[src/rtl/core/gfb_pkg.sv]
// ----------------------------------------------------------------------------
// gfb_pkg
// shared types, constants and helpers of the goertzel filter bank
// ----------------------------------------------------------------------------
`default_nettype none

package gfb_pkg;

	localparam int NUM_KEYS  = 64;
	localparam int KEY_W     = 6;
	localparam int CNT_W     = 7;
	localparam int ACC_W     = 48;
	localparam int COEF_W    = 19;
	localparam int SAMP_W    = 16;
	localparam int MAX_BLOCK = 4096;
	localparam int BLK_W     = 13;
	localparam int MAG_W     = 32;

	// sequential multiplier: a in 32-bit digits, b in 16-bit digits
	localparam int MA_W   = 96;
	localparam int MB_W   = 48;
	localparam int MP_W   = MA_W + MB_W;
	localparam int MA_DIG = 32;
	localparam int MB_DIG = 16;
	localparam int MA_N   = MA_W / MA_DIG;
	localparam int MB_N   = MB_W / MB_DIG;
	localparam int SH_W   = 7;

	localparam int SAT_W  = 68;
	localparam int Q_W    = 120;
	localparam int ROOT_W = Q_W / 2;
	localparam int DIVD_W = ROOT_W - 8;
	localparam int ITER_W = 6;

	localparam logic ACT_COEFF  = 1'b0;
	localparam logic ACT_SAMPLE = 1'b1;

	typedef logic [1:0] cfg_idx_t;
	localparam cfg_idx_t CFG_FIRST_KEY = 2'd0;
	localparam cfg_idx_t CFG_KEY_COUNT = 2'd1;
	localparam cfg_idx_t CFG_BLOCK_LEN = 2'd2;

	typedef logic signed [ACC_W-1:0]  acc_t;
	typedef logic signed [COEF_W-1:0] coef_t;

	typedef struct packed {
		acc_t  s1;
		acc_t  s2;
		coef_t c;
	} cell_word_t;

	typedef enum logic [3:0] {
		ST_IDLE,
		ST_UPD,
		ST_UPD_WT,
		ST_UPD_U,
		ST_UPD_S,
		ST_MAG,
		ST_MAG_GO,
		ST_MAG_WT,
		ST_MAG_P,
		ST_MAG_Q1,
		ST_MAG_Q2,
		ST_MAG_RS,
		ST_MAG_RT,
		ST_MAG_OUT
	} gfb_state_t;

	typedef enum logic [1:0] {
		OP_S1SQ,
		OP_S2SQ,
		OP_S1S2,
		OP_CX
	} mag_op_t;

	typedef enum logic [1:0] {
		RP_IDLE,
		RP_SQRT,
		RP_DIV
	} root_phase_t;

	function automatic acc_t sat_acc(input logic signed [SAT_W-1:0] v);
		logic [SAT_W-ACC_W:0] top;
		top = v[SAT_W-1:ACC_W-1];
		if (&top || ~|top)
			return v[ACC_W-1:0];
		else if (v[SAT_W-1])
			return {1'b1, {(ACC_W-1){1'b0}}};
		else
			return {1'b0, {(ACC_W-1){1'b1}}};
	endfunction

	function automatic logic [ACC_W-1:0] abs_acc(input acc_t v);
		logic [ACC_W-1:0] u;
		u = v;
		return v[ACC_W-1] ? (~u + 1'b1) : u;
	endfunction

	function automatic logic [COEF_W-1:0] abs_coef(input coef_t v);
		logic [COEF_W-1:0] u;
		u = v;
		return v[COEF_W-1] ? (~u + 1'b1) : u;
	endfunction

endpackage

`default_nettype wire

[src/rtl/core/gfb_cell.sv]
// ----------------------------------------------------------------------------
// gfb_cell
// one ring cell: running pair and coefficient of one key
// ----------------------------------------------------------------------------
`default_nettype none

module gfb_cell (
	input  logic                      clk,
	input  logic                      arst_n,
	input  logic                      shift,
	input  logic                      clear,
	input  logic                      wr_en,
	input  gfb_pkg::coef_t            wr_coeff,
	input  gfb_pkg::cell_word_t       d,
	output gfb_pkg::cell_word_t       q
);
	import gfb_pkg::*;

	acc_t  s1_q;
	acc_t  s2_q;
	coef_t c_q;

	always_ff @(posedge clk or negedge arst_n) begin
		if (!arst_n) begin
			s1_q <= '0;
			s2_q <= '0;
		end else if (clear) begin
			s1_q <= '0;
			s2_q <= '0;
		end else if (shift) begin
			s1_q <= d.s1;
			s2_q <= d.s2;
		end
	end

	always_ff @(posedge clk) begin
		if (wr_en) begin
			c_q <= wr_coeff;
		end else if (shift) begin
			c_q <= d.c;
		end
	end

	assign q = '{s1: s1_q, s2: s2_q, c: c_q};

endmodule

`default_nettype wire

[config.mk]
export PLATFORM = sky130hd
export DESIGN_NAME = gfb_cell
export DESIGN_NICKNAME = d
export VERILOG_FILES = /design/src/rtl/core/gfb_pkg.sv /design/src/rtl/core/gfb_cell.sv
export SDC_FILE = /design/constraint.sdc
export NUM_CORES = 1
export LEC_CHECK = 0
export BUFFER_PORTS_ARGS = -buffer_cell sky130_fd_sc_hd__buf_2
export CAP_MARGIN = 15
export CORE_UTILIZATION = 45
export CTS_BUF_LIST = sky130_fd_sc_hd__clkbuf_16
export DETAILED_ROUTE_END_ITERATION = 16
export PLACE_DENSITY = 0.8
export SLEW_MARGIN = 10
export SYNTH_ARGS = -nofsm -noshare
export SYNTH_HDL_FRONTEND = slang
export SYNTH_SLANG_ARGS = --single-unit
[constraint.sdc]
create_clock -name clk -period 0.82 [get_ports clk]
set_input_delay 0.123 -clock clk [delete_from_list [all_inputs] [get_ports clk]]
set_output_delay 0.123 -clock clk [all_outputs]
set_load 0.02 [all_outputs]
==> results.md <==
* Post-Place Worst Slack at -0.1997 ns
* Synth top area share at 51.30%
* Number of port buffers at 253
* Core Rows at 36
* Seq/Total Area, Yosys at 63.48%
* Fill count at 396
* Post-synth EDFFs at 19
* Commonest cells in the netlist: dfrtp_1, mux2i_1, nor2_1, edfxtp_1, mux2_2
* Post-route insts no fill at 900
* First-pass GRT wire length at 27540 microns
* Synth cell types at 11
* Initial antenna violation count at 3
* Global Route Usage Sum at 34.28%
* Status: finished with violations
* Fin. max-slew vios at 0
* Post-Syn Instances at approximately 350
* Asr flop ratio synth at 83.48%
* CP Cell Sequence: buf_6
* Met3 Usage GRT at 8.145%
* Worst Hold Class: input pin to register
* Met1 Use GR at 32.31%
* #FFs+latches synth at 115
* Lkg Pwr at about 4.5 nW
* PD cells at 1931 nW/um^2
* Routed Wire Length at 19820 microns
* Pre-antenna DRT Iters at 5
* Antenna viol nets, final at 0
* Number of global-route vias before repair at 5157
* Largest net degree at the start of global routing at 52
* Crit Path Max Fanout at 2
* Initial core utilization at 47.26%
* Max Cap Viol at 0
* CTS tree: done
* YS warnings at 0
* Worst path slowest cell: dfrtp_2
* Final WS setup at -0.3202 ns
* Worst-Margin Slew at 0.2644 ns
* Largest cells by area after synthesis: dfrtp_1, mux2i_1, edfxtp_1
* GP Congestion at 0.7772
* Count of final setup violators at 163
* Failing checks: hold timing, setup timing
* Unrepaired setup endpoints after global routing: yes
* Max IR drop VDD at 0.001402 V
* Hold violation total from the final report at 2
* Crit-path leading delay family: flip-flops
* Die Wd at roughly 100 microns
* Clock Skew at 0 ns
* Die height at 104.0 microns
* Clk sink count at 115
* Peak per-stage delay on the critical path at 0.45 ns
* Avg Synthesized Cell Area at 13.34 sq um
* Area Growth Syn to Fin at 87.87%
* GRT met2 Usage at 64.52%
* Worst Path Required at 0.70 ns
* Post-Place Cells at 734
* Global route overflow at 0
* Primary FF master, synth: dfrtp_1
* Worst Setup Start Kind: register
* Number of remaining DRC errors at 0
* Vias/cell at 5.239
* Crit path DAT at 1.02 ns
* H-tree depth at 4
* CP endpoint kind: output pin
* Via Count at ~4700
* Gr busiest metal: met2
* Net count of the finished layout at 891
* Core area at 9910 sq um
* Clock period minus worst slack at around 1.1 ns
* Clk slew on worst S/H paths at roughly 0.06 ns
* CP bufs+invs at 1
* Slew HR at 81.87%
* WL per Instance at 22.02 microns
* Largest area contributor in the netlist: dfrtp_1
* Die Footprint at between 10000 and 15000 sq um
* Top Ports at around 250
* Power Total at about 17 mW
* Layout cell share with drive strength beyond 1 at 49.74%
* Final Cycle Share at 139.0%
* Initial detailed-routing violation count at 230
* Worst hold slack at -0.004341 ns
* Root Driver: clkbuf_16
* Post-Syn Nets at 490
* TritonCTS buffer count at 17
* Worst-Skew Late Latency at around 0.4 ns
* Peak Freq at 0.8770 GHz
* Detail Placement HPWL at 8712 microns
* CTS Buffer Depth at 2
* Critical path class: register to output pin
* Netlist area before placement at 4683 sq um
logic make-up after synthesis:
logic type	after synthesis	share of synthesized area, %
buffers and inverters	24	3.607
AND/OR/NAND/NOR	97	7.828
multiplexers	115	25.09
flip-flops	115	63.48
power by group:
| part | internal, mW | leakage [nW] | switching [mW] | total (mW) |
|---|---|---|---|---|
| combinational | 1.81 | 2.78 | 1.61 | 3.42 |
| clock | 4.43 | 0.270 | 2.62 | 7.06 |
| sequential | 6.21 | 1.47 | 0.304 | 6.51 |
| total | 12.4 | 4.51 | 4.54 | 17.0 |
through the flow:
| stage | instance area [sq um] | TNS [ns] | hold slack, ns | util [%] |
|---|---|---|---|---|
| after floorplan | 4713 | -5.804 | -0.1726 | - |
| after global placement | 6212 | -16.92 | 0.01143 | 62.69 |
| after detailed placement | 6212 | -19.63 | 0.01228 | 62.69 |
| after CTS | 8393 | -27.82 | 0.0007574 | 84.70 |
| after global routing | 8796 | -35.61 | -0.004341 | 88.76 |
| final | 8798 | -31.23 | -0.004341 | 88.79 |
state kept, by name (all words and copies together) (netlist names):
| register | count |
|---|---|
| s2_q | 48 |
| s1_q | 48 |
| c_q | 19 |
final timing paths:
path	from	end	slack, ns	depth (start not counted)
setup / recovery	s1_q[38]	q[105]	-0.32	1
hold / removal	d[28]	s2_q[9]	-0.004	3
setup reg to reg	s1_q[38]	s1_q[38]	-0.28	4
hold reg to reg	s2_q[16]	s2_q[16]	0.56	2
max in group asynchronous	arst_n	s2_q[23]	0.24	3
min in group asynchronous	arst_n	s1_q[17]	0.13	2
timing repair:
item                                    4_1_cts  5_1_grt
hold buffers                                 85        0
gates cloned                                  0        0
buffers inserted                             21       34
hold endpoints to repair                    180        0
endpoints found under the setup margin      115      138
resized for setup                           196       53
pin swaps                                     0       19
layout by cell type, fill, tap and decap left out:
master	netlist	layout
dfrtp_2	0	1
nor2_2	0	1
dlygate4sd3_1	0	85
clkinv_1	0	6
clkinvlp_4	0	2
diode_2	0	3
mux2i_1	96	84
mux2i_4	0	4
buf_2	6	143
dfrtp_1	96	95
inv_4	0	1
edfxtp_1	19	19
nor2_1	96	95
bufinv_16	0	1
or2_4	0	1
buf_6	0	123
mux2_2	19	19
buf_4	7	47
mux2i_2	0	8
buf_12	0	8
clkbuf_16	0	19
clkinv_2	0	2
final cells by class:
cell class,count,area [sq um],share of cell area (%)
Timing Repair Buffer,406,3465,39.38
Sequential cell,115,2974,33.80
Multi-Input combinational cell,212,1627,18.49
Clock buffer,19,475.5,5.404
Tap cell,133,166.4,1.891
Clock inverter,12,83.83,0.9528
Antenna cell,3,7.507,0.08532
per-layer routing:
metal	share of wire, %	wire, microns
met1	32	6416
met2	53	10550
met3	7.0	1396
met4	7.3	1449
met5	0	0
Note: power is estimated with default switching activity, not from simulation.
