===== config.mk =====
export PLATFORM = sky130hd
export DESIGN_NAME = gfb_mul
export DESIGN_NICKNAME = d
export VERILOG_FILES = /design/src/rtl/core/gfb_pkg.sv /design/src/rtl/core/gfb_mul.sv
export SDC_FILE = /design/constraint.sdc
export NUM_CORES = 2
export LEC_CHECK = 0
export BUFFER_PORTS_ARGS = -buffer_cell sky130_fd_sc_hd__clkbuf_2
export CORE_MARGIN = 2
export CORE_UTILIZATION = 45
export CTS_CLUSTER_DIAMETER = 100
export DETAILED_ROUTE_END_ITERATION = 8
export PLACE_DENSITY = 0.72
export SLEW_MARGIN = 20
export SYNTH_ARGS = -nofsm -noshare
export SYNTH_HDL_FRONTEND = slang
export SYNTH_SLANG_ARGS = --single-unit
export TNS_END_PERCENT = 100

===== constraint.sdc =====
create_clock -name clk -period 14.8 [get_ports clk]
set_clock_uncertainty 0.2 [all_clocks]
set_input_delay 1.48 -clock clk [delete_from_list [all_inputs] [get_ports clk]]
set_output_delay 1.48 -clock clk [all_outputs]
set_load 0.05 [all_outputs]

===== src/rtl/core/gfb_pkg.sv =====
// ----------------------------------------------------------------------------
// gfb_pkg
// shared types, constants and helpers of the goertzel filter bank
// ----------------------------------------------------------------------------
`default_nettype none

package gfb_pkg;

	localparam int NUM_KEYS  = 64;
	localparam int KEY_W     = 6;
	localparam int CNT_W     = 7;
	localparam int ACC_W     = 48;
	localparam int COEF_W    = 19;
	localparam int SAMP_W    = 16;
	localparam int MAX_BLOCK = 4096;
	localparam int BLK_W     = 13;
	localparam int MAG_W     = 32;

	// sequential multiplier: a in 32-bit digits, b in 16-bit digits
	localparam int MA_W   = 96;
	localparam int MB_W   = 48;
	localparam int MP_W   = MA_W + MB_W;
	localparam int MA_DIG = 32;
	localparam int MB_DIG = 16;
	localparam int MA_N   = MA_W / MA_DIG;
	localparam int MB_N   = MB_W / MB_DIG;
	localparam int SH_W   = 7;

	localparam int SAT_W  = 68;
	localparam int Q_W    = 120;
	localparam int ROOT_W = Q_W / 2;
	localparam int DIVD_W = ROOT_W - 8;
	localparam int ITER_W = 6;

	localparam logic ACT_COEFF  = 1'b0;
	localparam logic ACT_SAMPLE = 1'b1;

	typedef logic [1:0] cfg_idx_t;
	localparam cfg_idx_t CFG_FIRST_KEY = 2'd0;
	localparam cfg_idx_t CFG_KEY_COUNT = 2'd1;
	localparam cfg_idx_t CFG_BLOCK_LEN = 2'd2;

	typedef logic signed [ACC_W-1:0]  acc_t;
	typedef logic signed [COEF_W-1:0] coef_t;

	typedef struct packed {
		acc_t  s1;
		acc_t  s2;
		coef_t c;
	} cell_word_t;

	typedef enum logic [3:0] {
		ST_IDLE,
		ST_UPD,
		ST_UPD_WT,
		ST_UPD_U,
		ST_UPD_S,
		ST_MAG,
		ST_MAG_GO,
		ST_MAG_WT,
		ST_MAG_P,
		ST_MAG_Q1,
		ST_MAG_Q2,
		ST_MAG_RS,
		ST_MAG_RT,
		ST_MAG_OUT
	} gfb_state_t;

	typedef enum logic [1:0] {
		OP_S1SQ,
		OP_S2SQ,
		OP_S1S2,
		OP_CX
	} mag_op_t;

	typedef enum logic [1:0] {
		RP_IDLE,
		RP_SQRT,
		RP_DIV
	} root_phase_t;

	function automatic acc_t sat_acc(input logic signed [SAT_W-1:0] v);
		logic [SAT_W-ACC_W:0] top;
		top = v[SAT_W-1:ACC_W-1];
		if (&top || ~|top)
			return v[ACC_W-1:0];
		else if (v[SAT_W-1])
			return {1'b1, {(ACC_W-1){1'b0}}};
		else
			return {1'b0, {(ACC_W-1){1'b1}}};
	endfunction

	function automatic logic [ACC_W-1:0] abs_acc(input acc_t v);
		logic [ACC_W-1:0] u;
		u = v;
		return v[ACC_W-1] ? (~u + 1'b1) : u;
	endfunction

	function automatic logic [COEF_W-1:0] abs_coef(input coef_t v);
		logic [COEF_W-1:0] u;
		u = v;
		return v[COEF_W-1] ? (~u + 1'b1) : u;
	endfunction

endpackage

`default_nettype wire


===== src/rtl/core/gfb_mul.sv =====
// ----------------------------------------------------------------------------
// gfb_mul
// unsigned digit-serial multiplier, one 32x16 partial product per cycle
// ----------------------------------------------------------------------------
`default_nettype none

module gfb_mul (
	input  logic                        clk,
	input  logic                        arst_n,
	input  logic                        start,
	input  logic [gfb_pkg::MA_W-1:0]    a,
	input  logic [gfb_pkg::MB_W-1:0]    b,
	output logic                        done,
	output logic [gfb_pkg::MP_W-1:0]    prod
);
	import gfb_pkg::*;

	logic [MA_W-1:0] a_q;
	logic [MB_W-1:0] b_q;
	logic [MP_W-1:0] acc_q;
	logic [1:0]      i_q;
	logic [1:0]      j_q;
	logic            busy_q;
	logic            done_q;

	logic [MA_DIG+MB_DIG-1:0] pp;
	logic [SH_W-1:0]          sh;
	logic                     last_i;
	logic                     last_j;

	assign pp     = a_q[{i_q, 5'd0} +: MA_DIG] * b_q[{j_q, 4'd0} +: MB_DIG];
	assign sh     = {i_q, 5'd0} + {1'b0, j_q, 4'd0};
	assign last_i = (i_q == 2'(MA_N - 1));
	assign last_j = (j_q == 2'(MB_N - 1));

	always_ff @(posedge clk or negedge arst_n) begin
		if (!arst_n) begin
			busy_q <= 1'b0;
			done_q <= 1'b0;
			i_q    <= '0;
			j_q    <= '0;
		end else begin
			done_q <= 1'b0;
			if (start) begin
				busy_q <= 1'b1;
				i_q    <= '0;
				j_q    <= '0;
			end else if (busy_q) begin
				if (last_j) begin
					j_q <= '0;
					i_q <= i_q + 1'b1;
				end else begin
					j_q <= j_q + 1'b1;
				end
				if (last_i && last_j) begin
					busy_q <= 1'b0;
					done_q <= 1'b1;
				end
			end
		end
	end

	always_ff @(posedge clk) begin
		if (start) begin
			a_q   <= a;
			b_q   <= b;
			acc_q <= '0;
		end else if (busy_q) begin
			acc_q <= acc_q + ({{(MP_W-MA_DIG-MB_DIG){1'b0}}, pp} << sh);
		end
	end

	assign done = done_q;
	assign prod = acc_q;

endmodule

`default_nettype wire


==> results_dict.tcl <==
set metrics [dict create \
    finalNetCount 5590 \
    antenna_found_initial 3 \
    rsz0062_at_grt "no" \
    hold_buffers 0 \
    setup_violations 0 \
    synthesis.nets 5444 \
    synth_warnings 0 \
    hold_class "flop to flop" \
    area_delta_synth_final_pct 10.1 \
    cts-root-buf "clkbuf_16" \
    diodes 0 \
    synth_seq_area_share_pct 19.5 \
    ys_seq_elements 294 \
    start_util_pct 45.3 \
    drt_pass1_iterations 7 \
    fp.dieArea_um2 86300 \
    timing.final.ws_setup_ns 1.53 \
    fmax_mhz 75.4 \
    crit_required_ns 15.09 \
    coreArea_um2 83400 \
    cp-end-kind "flop" \
    ant_nets 0 \
    critPathLaunchType "flop" \
    grt-ovfl-total 0 \
    die_y_um 294 \
    slew_headroom_pct 20.6 \
    slowest_stage "a21oi_1" \
    register_area_um2 7360 \
    clock_latency_ns 0.61 \
    h-tree-depth 2 \
    synth_cell_type_count 79 \
    synth_area_leaders "fa_1, edfxtp_1, ha_1, dfxtp_1, nand2_1" \
    grt_max_degree 156 \
    outcome "finished, final reports clean" \
    tightestPinTransition_ns 1.19 \
    clk_path_buf_depth 3 \
    synth_top_area_share_pct 22.2 \
    hold_viol 0 \
    slew_violations 0 \
    post_cts_resized 0 \
    post-place-ws_ns 1.74 \
    dpl.hpwl_um 114000 \
    finalCritPeriodShare_pct 89.7 \
    nFillCells 8052 \
    routed-via-count 34900 \
    ios 292 \
    final_common_cell "nand2_1" \
    synthFlopType "edfxtp_1" \
    wl_per_cell_um 23.9 \
    yosys.area.top_type "fa_1" \
    cts_sinks 294 \
    tritoncts "done" \
    synth_area_um2 37800 \
    syn_avg_cell_area_um2 8.19 \
    fin_setup_tns_ns 0 \
    grt_pass1_vias 34800 \
    grt_usage_pct 32.6 \
    drive_gt1_share_pct 9.65 \
    multi_input_area_um2 27700 \
    clk_pin_slew_ns 0.06 \
    grt_first_pass_wirelength_um 213000 \
    via_per_inst 5.95 \
    drt_iter0_drc 3326 \
    critPathMaxFanout 25 \
    post-route-min-period_ns 13.27 \
    crit_path_max_incr_delay_ns 0.77 \
    layout_common_cells "nand2_1, nor2_1, inv_1, fa_1, a21oi_1" \
    crit_path_frequent_cell "fa_1" \
    criticalPathCategory "flop to flop" \
    die_w_um 294 \
    drc 0 \
    rows 106 \
    ys_async_sr_fraction_pct 2.04 \
    cts_buffers 39 \
    gp_congestion 1.01 \
    syn-instance-count 4613 \
    synth_edf_count 144 \
    io_buffer_count 291 \
    max-cap-violations 0 \
    cp.arrival_ns 13.56 \
    wl_um 140000 \
    cts_setup_buffers 0 \
]
[worst max-delay path, delay by kind of cell, from the launching register on]
| kind | cells | cell delay (ns) |
|---|---|---|
| buffers and inverters | 5 | 0.70 |
| DFF | 1 | 0.65 |
| muxes | 3 | 1.08 |
| adders and majority gates | 8 | 3.86 |
| xor gates and xnor gates | 1 | 0.69 |
| AOI/OAI and AO/OA | 9 | 2.82 |
| and+or+nand+nor | 10 | 3.16 |
[sequential cells by signal, summed over array words and instances (netlist names)]
signal  cells
a_q        96
b_q        48
prod      144
i_q         2
done        1
j_q         2
busy_q      1
[layer usage]
| metal | GRT usage (%) | routed length, µm | vias to the layer above |
|---|---|---|---|
| met5 | 0 | 38 | - |
| met4 | 19.4 | 9990 | 6 |
| met3 | 5.68 | 11400 | 424 |
| met2 | 51.8 | 63400 | 1711 |
| met1 | 41.7 | 55700 | 16900 |
| li1 | - | - | 15800 |
[path summary, 6_finish.rpt]
kind	to	start	cells after the start	slack, ns
min in group asynchronous	done	arst_n	1	0.53
max in group asynchronous	i_q[1]	arst_n	1	13.66
setup reg to reg	prod[143]	i_q[0]	36	1.53
hold / removal	prod[81]	prod[81]	2	0.28
setup / recovery	prod[143]	i_q[0]	36	1.53
hold reg to reg	prod[81]	prod[81]	2	0.28
[synth_stat cells, types with 24 or more instances]
cell      instances
nand2_1         596
o21a_1           25
xor2_1           69
fa_1            419
xnor2_1          96
mux2i_1         123
and3_1           24
o21bai_1         49
nor3_1           57
o22ai_1          34
clkbuf_1        210
edfxtp_1        144
o21ai_0         223
nand3_1          54
nand4_1          83
a21o_1          129
a21oi_1         372
ha_1            265
inv_1           515
dfxtp_1         144
nor2_1          577
and2_1           32
[through the flow]
stage | utilization, % | hold slack [ns] | cells | instance area, µm²
floorplan | - | 0.476 | 4613 | 37800
global placement | 48.2 | 0.270 | 5796 | 40200
detailed placement | 48.2 | 0.270 | 5798 | 40200
CTS | 49.8 | 0.281 | 5869 | 41600
global route | 49.8 | 0.302 | 5869 | 41600
finish | 49.8 | 0.278 | 5869 | 41600
[cell type report]
type,instances,area share [%]
clock buffer,52,2.69
clock inverter,19,0.602
inverter,515,4.65
multi-input combinational,3571,66.7
sequential,294,17.7
tap,1080,3.25
timing repair buffer,338,4.42
[logic make-up (layout without fill, tap and decap cells)]
logic type                 count (synthesis)  count (layout)  share of synthesized area, %
xor gates and xnor gates                 165             165                          3.83
adders and majority gates                684             684                          31.0
DFF                                      294             294                          19.5
muxes                                    134             134                          3.59
and+or+nand+nor                         1547            1547                          17.7
AOI/OAI and AO/OA                       1041            1041                          17.0
buffers and inverters                    748             924                          7.43
Power is left out: the tool's default activity adds up to more than one toggle a clock period on the data nets, which glitch-free logic cannot reach.
