==> config.mk <==
export PLATFORM = sky130hd
export DESIGN_NAME = gfb_root
export DESIGN_NICKNAME = d
export VERILOG_FILES = /design/src/rtl/core/gfb_pkg.sv /design/src/rtl/core/gfb_root.sv
export SDC_FILE = /design/constraint.sdc
export NUM_CORES = 1
export LEC_CHECK = 0
export ABC_AREA = 1
export BUFFER_PORTS_ARGS = -buffer_cell sky130_fd_sc_hd__buf_2
export CAP_MARGIN = 20
export CORE_MARGIN = 2
export CORE_UTILIZATION = 50
export CTS_CLUSTER_SIZE = 30
export DETAILED_ROUTE_END_ITERATION = 6
export PLACE_DENSITY_LB_ADDON = 0.1
export SYNTH_ARGS = -nofsm -noshare
export SYNTH_HDL_FRONTEND = slang
export SYNTH_SLANG_ARGS = --single-unit
==> constraint.sdc <==
create_clock -name clk -period 7.6 [get_ports clk]
set_input_delay 0.76 -clock clk [delete_from_list [all_inputs] [get_ports clk]]
set_output_delay 0.76 -clock clk [all_outputs]
set_load 0.05 [all_outputs]
==> src/rtl/core/gfb_pkg.sv <==
// ----------------------------------------------------------------------------
// gfb_pkg
// shared types, constants and helpers of the goertzel filter bank
// ----------------------------------------------------------------------------
`default_nettype none

package gfb_pkg;

	localparam int NUM_KEYS  = 64;
	localparam int KEY_W     = 6;
	localparam int CNT_W     = 7;
	localparam int ACC_W     = 48;
	localparam int COEF_W    = 19;
	localparam int SAMP_W    = 16;
	localparam int MAX_BLOCK = 4096;
	localparam int BLK_W     = 13;
	localparam int MAG_W     = 32;

	// sequential multiplier: a in 32-bit digits, b in 16-bit digits
	localparam int MA_W   = 96;
	localparam int MB_W   = 48;
	localparam int MP_W   = MA_W + MB_W;
	localparam int MA_DIG = 32;
	localparam int MB_DIG = 16;
	localparam int MA_N   = MA_W / MA_DIG;
	localparam int MB_N   = MB_W / MB_DIG;
	localparam int SH_W   = 7;

	localparam int SAT_W  = 68;
	localparam int Q_W    = 120;
	localparam int ROOT_W = Q_W / 2;
	localparam int DIVD_W = ROOT_W - 8;
	localparam int ITER_W = 6;

	localparam logic ACT_COEFF  = 1'b0;
	localparam logic ACT_SAMPLE = 1'b1;

	typedef logic [1:0] cfg_idx_t;
	localparam cfg_idx_t CFG_FIRST_KEY = 2'd0;
	localparam cfg_idx_t CFG_KEY_COUNT = 2'd1;
	localparam cfg_idx_t CFG_BLOCK_LEN = 2'd2;

	typedef logic signed [ACC_W-1:0]  acc_t;
	typedef logic signed [COEF_W-1:0] coef_t;

	typedef struct packed {
		acc_t  s1;
		acc_t  s2;
		coef_t c;
	} cell_word_t;

	typedef enum logic [3:0] {
		ST_IDLE,
		ST_UPD,
		ST_UPD_WT,
		ST_UPD_U,
		ST_UPD_S,
		ST_MAG,
		ST_MAG_GO,
		ST_MAG_WT,
		ST_MAG_P,
		ST_MAG_Q1,
		ST_MAG_Q2,
		ST_MAG_RS,
		ST_MAG_RT,
		ST_MAG_OUT
	} gfb_state_t;

	typedef enum logic [1:0] {
		OP_S1SQ,
		OP_S2SQ,
		OP_S1S2,
		OP_CX
	} mag_op_t;

	typedef enum logic [1:0] {
		RP_IDLE,
		RP_SQRT,
		RP_DIV
	} root_phase_t;

	function automatic acc_t sat_acc(input logic signed [SAT_W-1:0] v);
		logic [SAT_W-ACC_W:0] top;
		top = v[SAT_W-1:ACC_W-1];
		if (&top || ~|top)
			return v[ACC_W-1:0];
		else if (v[SAT_W-1])
			return {1'b1, {(ACC_W-1){1'b0}}};
		else
			return {1'b0, {(ACC_W-1){1'b1}}};
	endfunction

	function automatic logic [ACC_W-1:0] abs_acc(input acc_t v);
		logic [ACC_W-1:0] u;
		u = v;
		return v[ACC_W-1] ? (~u + 1'b1) : u;
	endfunction

	function automatic logic [COEF_W-1:0] abs_coef(input coef_t v);
		logic [COEF_W-1:0] u;
		u = v;
		return v[COEF_W-1] ? (~u + 1'b1) : u;
	endfunction

endpackage

`default_nettype wire

==> src/rtl/core/gfb_root.sv <==
// ----------------------------------------------------------------------------
// gfb_root
// bit-serial square root followed by restoring division by the block length
// ----------------------------------------------------------------------------
`default_nettype none

module gfb_root (
	input  logic                        clk,
	input  logic                        arst_n,
	input  logic                        start,
	input  logic [gfb_pkg::Q_W-1:0]     q,
	input  logic [gfb_pkg::BLK_W-1:0]   n,
	output logic                        done,
	output logic [gfb_pkg::MAG_W-1:0]   mag
);
	import gfb_pkg::*;

	root_phase_t phase_q;
	root_phase_t phase_d;
	logic [ITER_W-1:0] it_q;
	logic              done_q;

	logic [Q_W-1:0]      qs_q;
	logic [ROOT_W+1:0]   rem_q;
	logic [ROOT_W-1:0]   root_q;
	logic [DIVD_W-1:0]   dq_q;
	logic [BLK_W-1:0]    drem_q;
	logic [BLK_W-1:0]    n_q;

	logic [ROOT_W+3:0]   rem_t;
	logic [ROOT_W+3:0]   trial;
	logic                take;
	logic [ROOT_W+3:0]   rem_sub;
	logic [ROOT_W-1:0]   root_next;
	logic [BLK_W:0]      r_t;
	logic                ge;
	logic [BLK_W:0]      r_sub;
	logic                sqrt_last;
	logic                div_last;

	assign rem_t     = {rem_q, qs_q[Q_W-1 -: 2]};
	assign trial     = {2'b00, root_q, 2'b01};
	assign take      = (rem_t >= trial);
	assign rem_sub   = rem_t - trial;
	assign root_next = {root_q[ROOT_W-2:0], take};
	assign r_t       = {drem_q, dq_q[DIVD_W-1]};
	assign ge        = (r_t >= {1'b0, n_q});
	assign r_sub     = r_t - {1'b0, n_q};
	assign sqrt_last = (it_q == ITER_W'(ROOT_W - 1));
	assign div_last  = (it_q == ITER_W'(DIVD_W - 1));

	always_comb begin
		phase_d = phase_q;
		unique case (phase_q)
			RP_IDLE: if (start) phase_d = RP_SQRT;
			RP_SQRT: if (sqrt_last) phase_d = RP_DIV;
			RP_DIV:  if (div_last) phase_d = RP_IDLE;
			default: phase_d = RP_IDLE;
		endcase
	end

	always_ff @(posedge clk or negedge arst_n) begin
		if (!arst_n) begin
			phase_q <= RP_IDLE;
			it_q    <= '0;
			done_q  <= 1'b0;
		end else begin
			phase_q <= phase_d;
			done_q  <= (phase_q == RP_DIV) && div_last;
			if (phase_q != phase_d) begin
				it_q <= '0;
			end else if (phase_q != RP_IDLE) begin
				it_q <= it_q + 1'b1;
			end
		end
	end

	always_ff @(posedge clk) begin
		unique case (phase_q)
			RP_IDLE: begin
				if (start) begin
					qs_q   <= q;
					rem_q  <= '0;
					root_q <= '0;
					n_q    <= n;
				end
			end
			RP_SQRT: begin
				qs_q   <= {qs_q[Q_W-3:0], 2'b00};
				rem_q  <= take ? rem_sub[ROOT_W+1:0] : rem_t[ROOT_W+1:0];
				root_q <= root_next;
				if (sqrt_last) begin
					dq_q   <= root_next[ROOT_W-1:ROOT_W-DIVD_W];
					drem_q <= '0;
				end
			end
			RP_DIV: begin
				drem_q <= ge ? r_sub[BLK_W-1:0] : r_t[BLK_W-1:0];
				dq_q   <= {dq_q[DIVD_W-2:0], ge};
			end
			default: ;
		endcase
	end

	assign done = done_q;
	assign mag  = (|dq_q[DIVD_W-1:MAG_W]) ? {MAG_W{1'b1}} : dq_q[MAG_W-1:0];

endmodule

`default_nettype wire

==> flow_metrics.tcl <==
set metrics [dict create \
    syn_area_sq_um 20490 \
    combPwrFrac_pct 1.0 \
    first_pass_iters 5 \
    status "finished, final reports clean" \
    ys_ff_latch 329 \
    clkPwrFrac_pct 45.8 \
    clock_latency_ns 0.56 \
    multiInputGateArea_sq_um 8587 \
    row_count 74 \
    grt_max_degree 180 \
    finalCritPeriodShare_pct 47.18 \
    core_sq_um 40650 \
    ys_types 43 \
    synth_warnings 0 \
    min_period_ns 3.585 \
    antenna_found_initial 2 \
    pin_count 169 \
    drt_iter0_markers 1156 \
    dieArea_sq_um 42620 \
    grt_first_pass_wirelength_um 83240 \
    cp-end-kind "register" \
    slew_headroom_pct 31.06 \
    setup_slack_ns 4.015 \
    path_class "reg2reg" \
    yosys.cell_count.top_type "nand2_1" \
    ant_nets 0 \
    synth_nets 2952 \
    cts_sinks 329 \
    synth_area_leaders "edfxtp_1, nand2_1, inv_1" \
    power_frac_seq_pct 53.2 \
    drc 0 \
    dp_slack_ns 3.569 \
    num-fill-cells 3979 \
    seq_area_sq_um 9834 \
    hold_buffers 0 \
    p_leak_nw 11.44 \
    path_max_fanout 179 \
    wl_per_cell_um 14.89 \
    die_h_um 206.4 \
    cts_buffers 35 \
    synth_ff_type "edfxtp_1" \
    max-cap-violations 0 \
    totalWireLength_um 51300 \
    dp_hpwl_um 38180 \
    netlist_instances 2739 \
    fmax_mhz 278.9 \
    switching_power_w 0.0007403 \
    cts_setup_buffers 0 \
    hold_violations 0 \
    fin_nets 3097 \
    die_x_um 206.4 \
    peakVddDrop_mv 0.1650 \
    cp_data_required_time_ns 7.77 \
    setup_violations 0 \
    whs_ns 0.04394 \
    root_buffer "clkbuf_16" \
    tns_ns 0 \
    yosysTopAreaCellShare_pct 46.90 \
    worstMarginPinSlew_ns 1.034 \
    synth_common_cells "nand2_1, inv_1, edfxtp_1" \
    internal-power_w 0.002944 \
    grt_pass1_vias 16240 \
    clk_pin_slew_ns 0.06 \
    synth_largest_area_cell "edfxtp_1" \
    synth-edff-count 320 \
    synth.avg_cell_area_sq_um 7.481 \
    track_usage_pct 24.62 \
    fin_skew_ns 0.01895 \
    slew_violations 0 \
    cts_buffer_depth 3 \
    arrival_ns 3.76 \
    cts_tree "built" \
    start_util_pct 50.41 \
    start_kind "register" \
    ys_seq_area_share_pct 48.00 \
    swShare_pct 20.09 \
    place_congestion 0.9565 \
    vias 16930 \
    routed_via_density 4.915 \
    area_delta_synth_final_pct 11.63 \
    htree_levels 2 \
    hp-class "in2async" \
    powerDensity_nw_per_um2 161.1 \
    synthArstFlopShare_pct 2.736 \
    cts_resized 0 \
    drive_above_1_share_pct 9.003 \
    grt_overflow 0 \
    port_buffers 168 \
    grt_setup_unrepaired "false" \
]
## layout by cell type (no fill, tap or decap), types with 8 or more instances in the layout
| master | count |
|---|---|
| o21ai_1 | 12 |
| xnor2_1 | 9 |
| dfrtp_1 | 9 |
| nand4_1 | 22 |
| edfxtp_1 | 320 |
| nor4_1 | 9 |
| nor2_1 | 276 |
| o21ai_0 | 99 |
| nor3_1 | 12 |
| buf_2 | 168 |
| xor2_1 | 34 |
| inv_1 | 458 |
| a21oi_1 | 70 |
| nand2_2 | 12 |
| nand3b_1 | 10 |
| nand2_1 | 1123 |
| nor2_2 | 8 |
| ha_1 | 76 |
| clkinv_1 | 8 |
| nand3_1 | 78 |
| clkbuf_16 | 35 |
## power by group through the flow
stage,Sequential (W),Clock [W],Combinational [W]
5_1_grt,0.00196,0.00179,0.0000409
4_1_cts,0.00196,0.00173,0.0000372
3_3_place_gp,0.00200,0,0.0000376
6_report,0.00196,0.00169,0.0000369
2_1_floorplan,0.00200,0,0.000000715
3_5_place_dp,0.00200,0,0.0000372
## worst paths after layout
path / startpoint / to / slack [ns] / cells after the start
hold / removal: arst_n / it_q[0] / 0.04 / 1
min in group clk: n[0] / n_q[0] / 0.38 / 1
max in group asynchronous: arst_n / phase_q[0] / 7.38 / 1
setup reg to reg: phase_q[0] / qs_q[78] / 4.01 / 5
hold reg to reg: qs_q[10] / qs_q[12] / 0.51 / 2
setup / recovery: phase_q[0] / qs_q[78] / 4.01 / 5
## metal layers
layer / GRT usage (%) / routed length [um] / up-vias
met4: 5.459 / 905 / 2
met5: 0 / 12 / -
met1: 36.24 / 25560 / 7641
met3: 3.422 / 2641 / 55
met2: 38.52 / 22180 / 403
li1: - / - / 8825
## cells by family after synthesis
family | Yosys count | share of synthesized area (%)
and+or+nand+nor | 1566 | 30.36
buffers and inverters | 532 | 10.23
DFF | 329 | 48.00
AOI/OAI and AO/OA | 192 | 4.843
adders and majority gates | 77 | 4.739
xor gates and xnor gates | 43 | 1.838
## critical path, cell delays in order, from the launching register on
cell and delay, ns:
dfrtp_1 0.43, inv_1 0.10, nor2_4 0.62, inv_6 0.41
nand2_4 0.73, buf_12 0.64
## final cells by class
| cell class | count | share of cell area, % |
|---|---|---|
| flip-flops and latches | 329 | 43.00 |
| multi-input cells | 1878 | 37.54 |
| inverters | 464 | 7.658 |
| repair buffers | 176 | 3.993 |
| clock buffers | 42 | 3.944 |
| well taps | 532 | 2.910 |
| clock inverters | 21 | 0.9354 |
| diodes | 2 | 0.02188 |
## registers in the layout (all words and copies together) (netlist names)
| name | flops |
|---|---|
| drem_q | 13 |
| rem_q | 62 |
| root_q | 60 |
| qs_q | 120 |
| n_q | 13 |
| it_q | 6 |
| dq_q | 52 |
| done | 1 |
| phase_q | 2 |
## per-stage QoR
step | cells | area, sq um | utilization, % | total power [W]
floorplan | 2739 | 20490 | - | 0.002000
global placement | 3378 | 21740 | 53.50 | 0.002037
detailed placement | 3378 | 21740 | 53.50 | 0.002037
CTS | 3441 | 22860 | 56.24 | 0.003724
global route | 3442 | 22870 | 56.26 | 0.003789
finish | 3444 | 22870 | 56.27 | 0.003685
(Power assumes the default switching activity.)
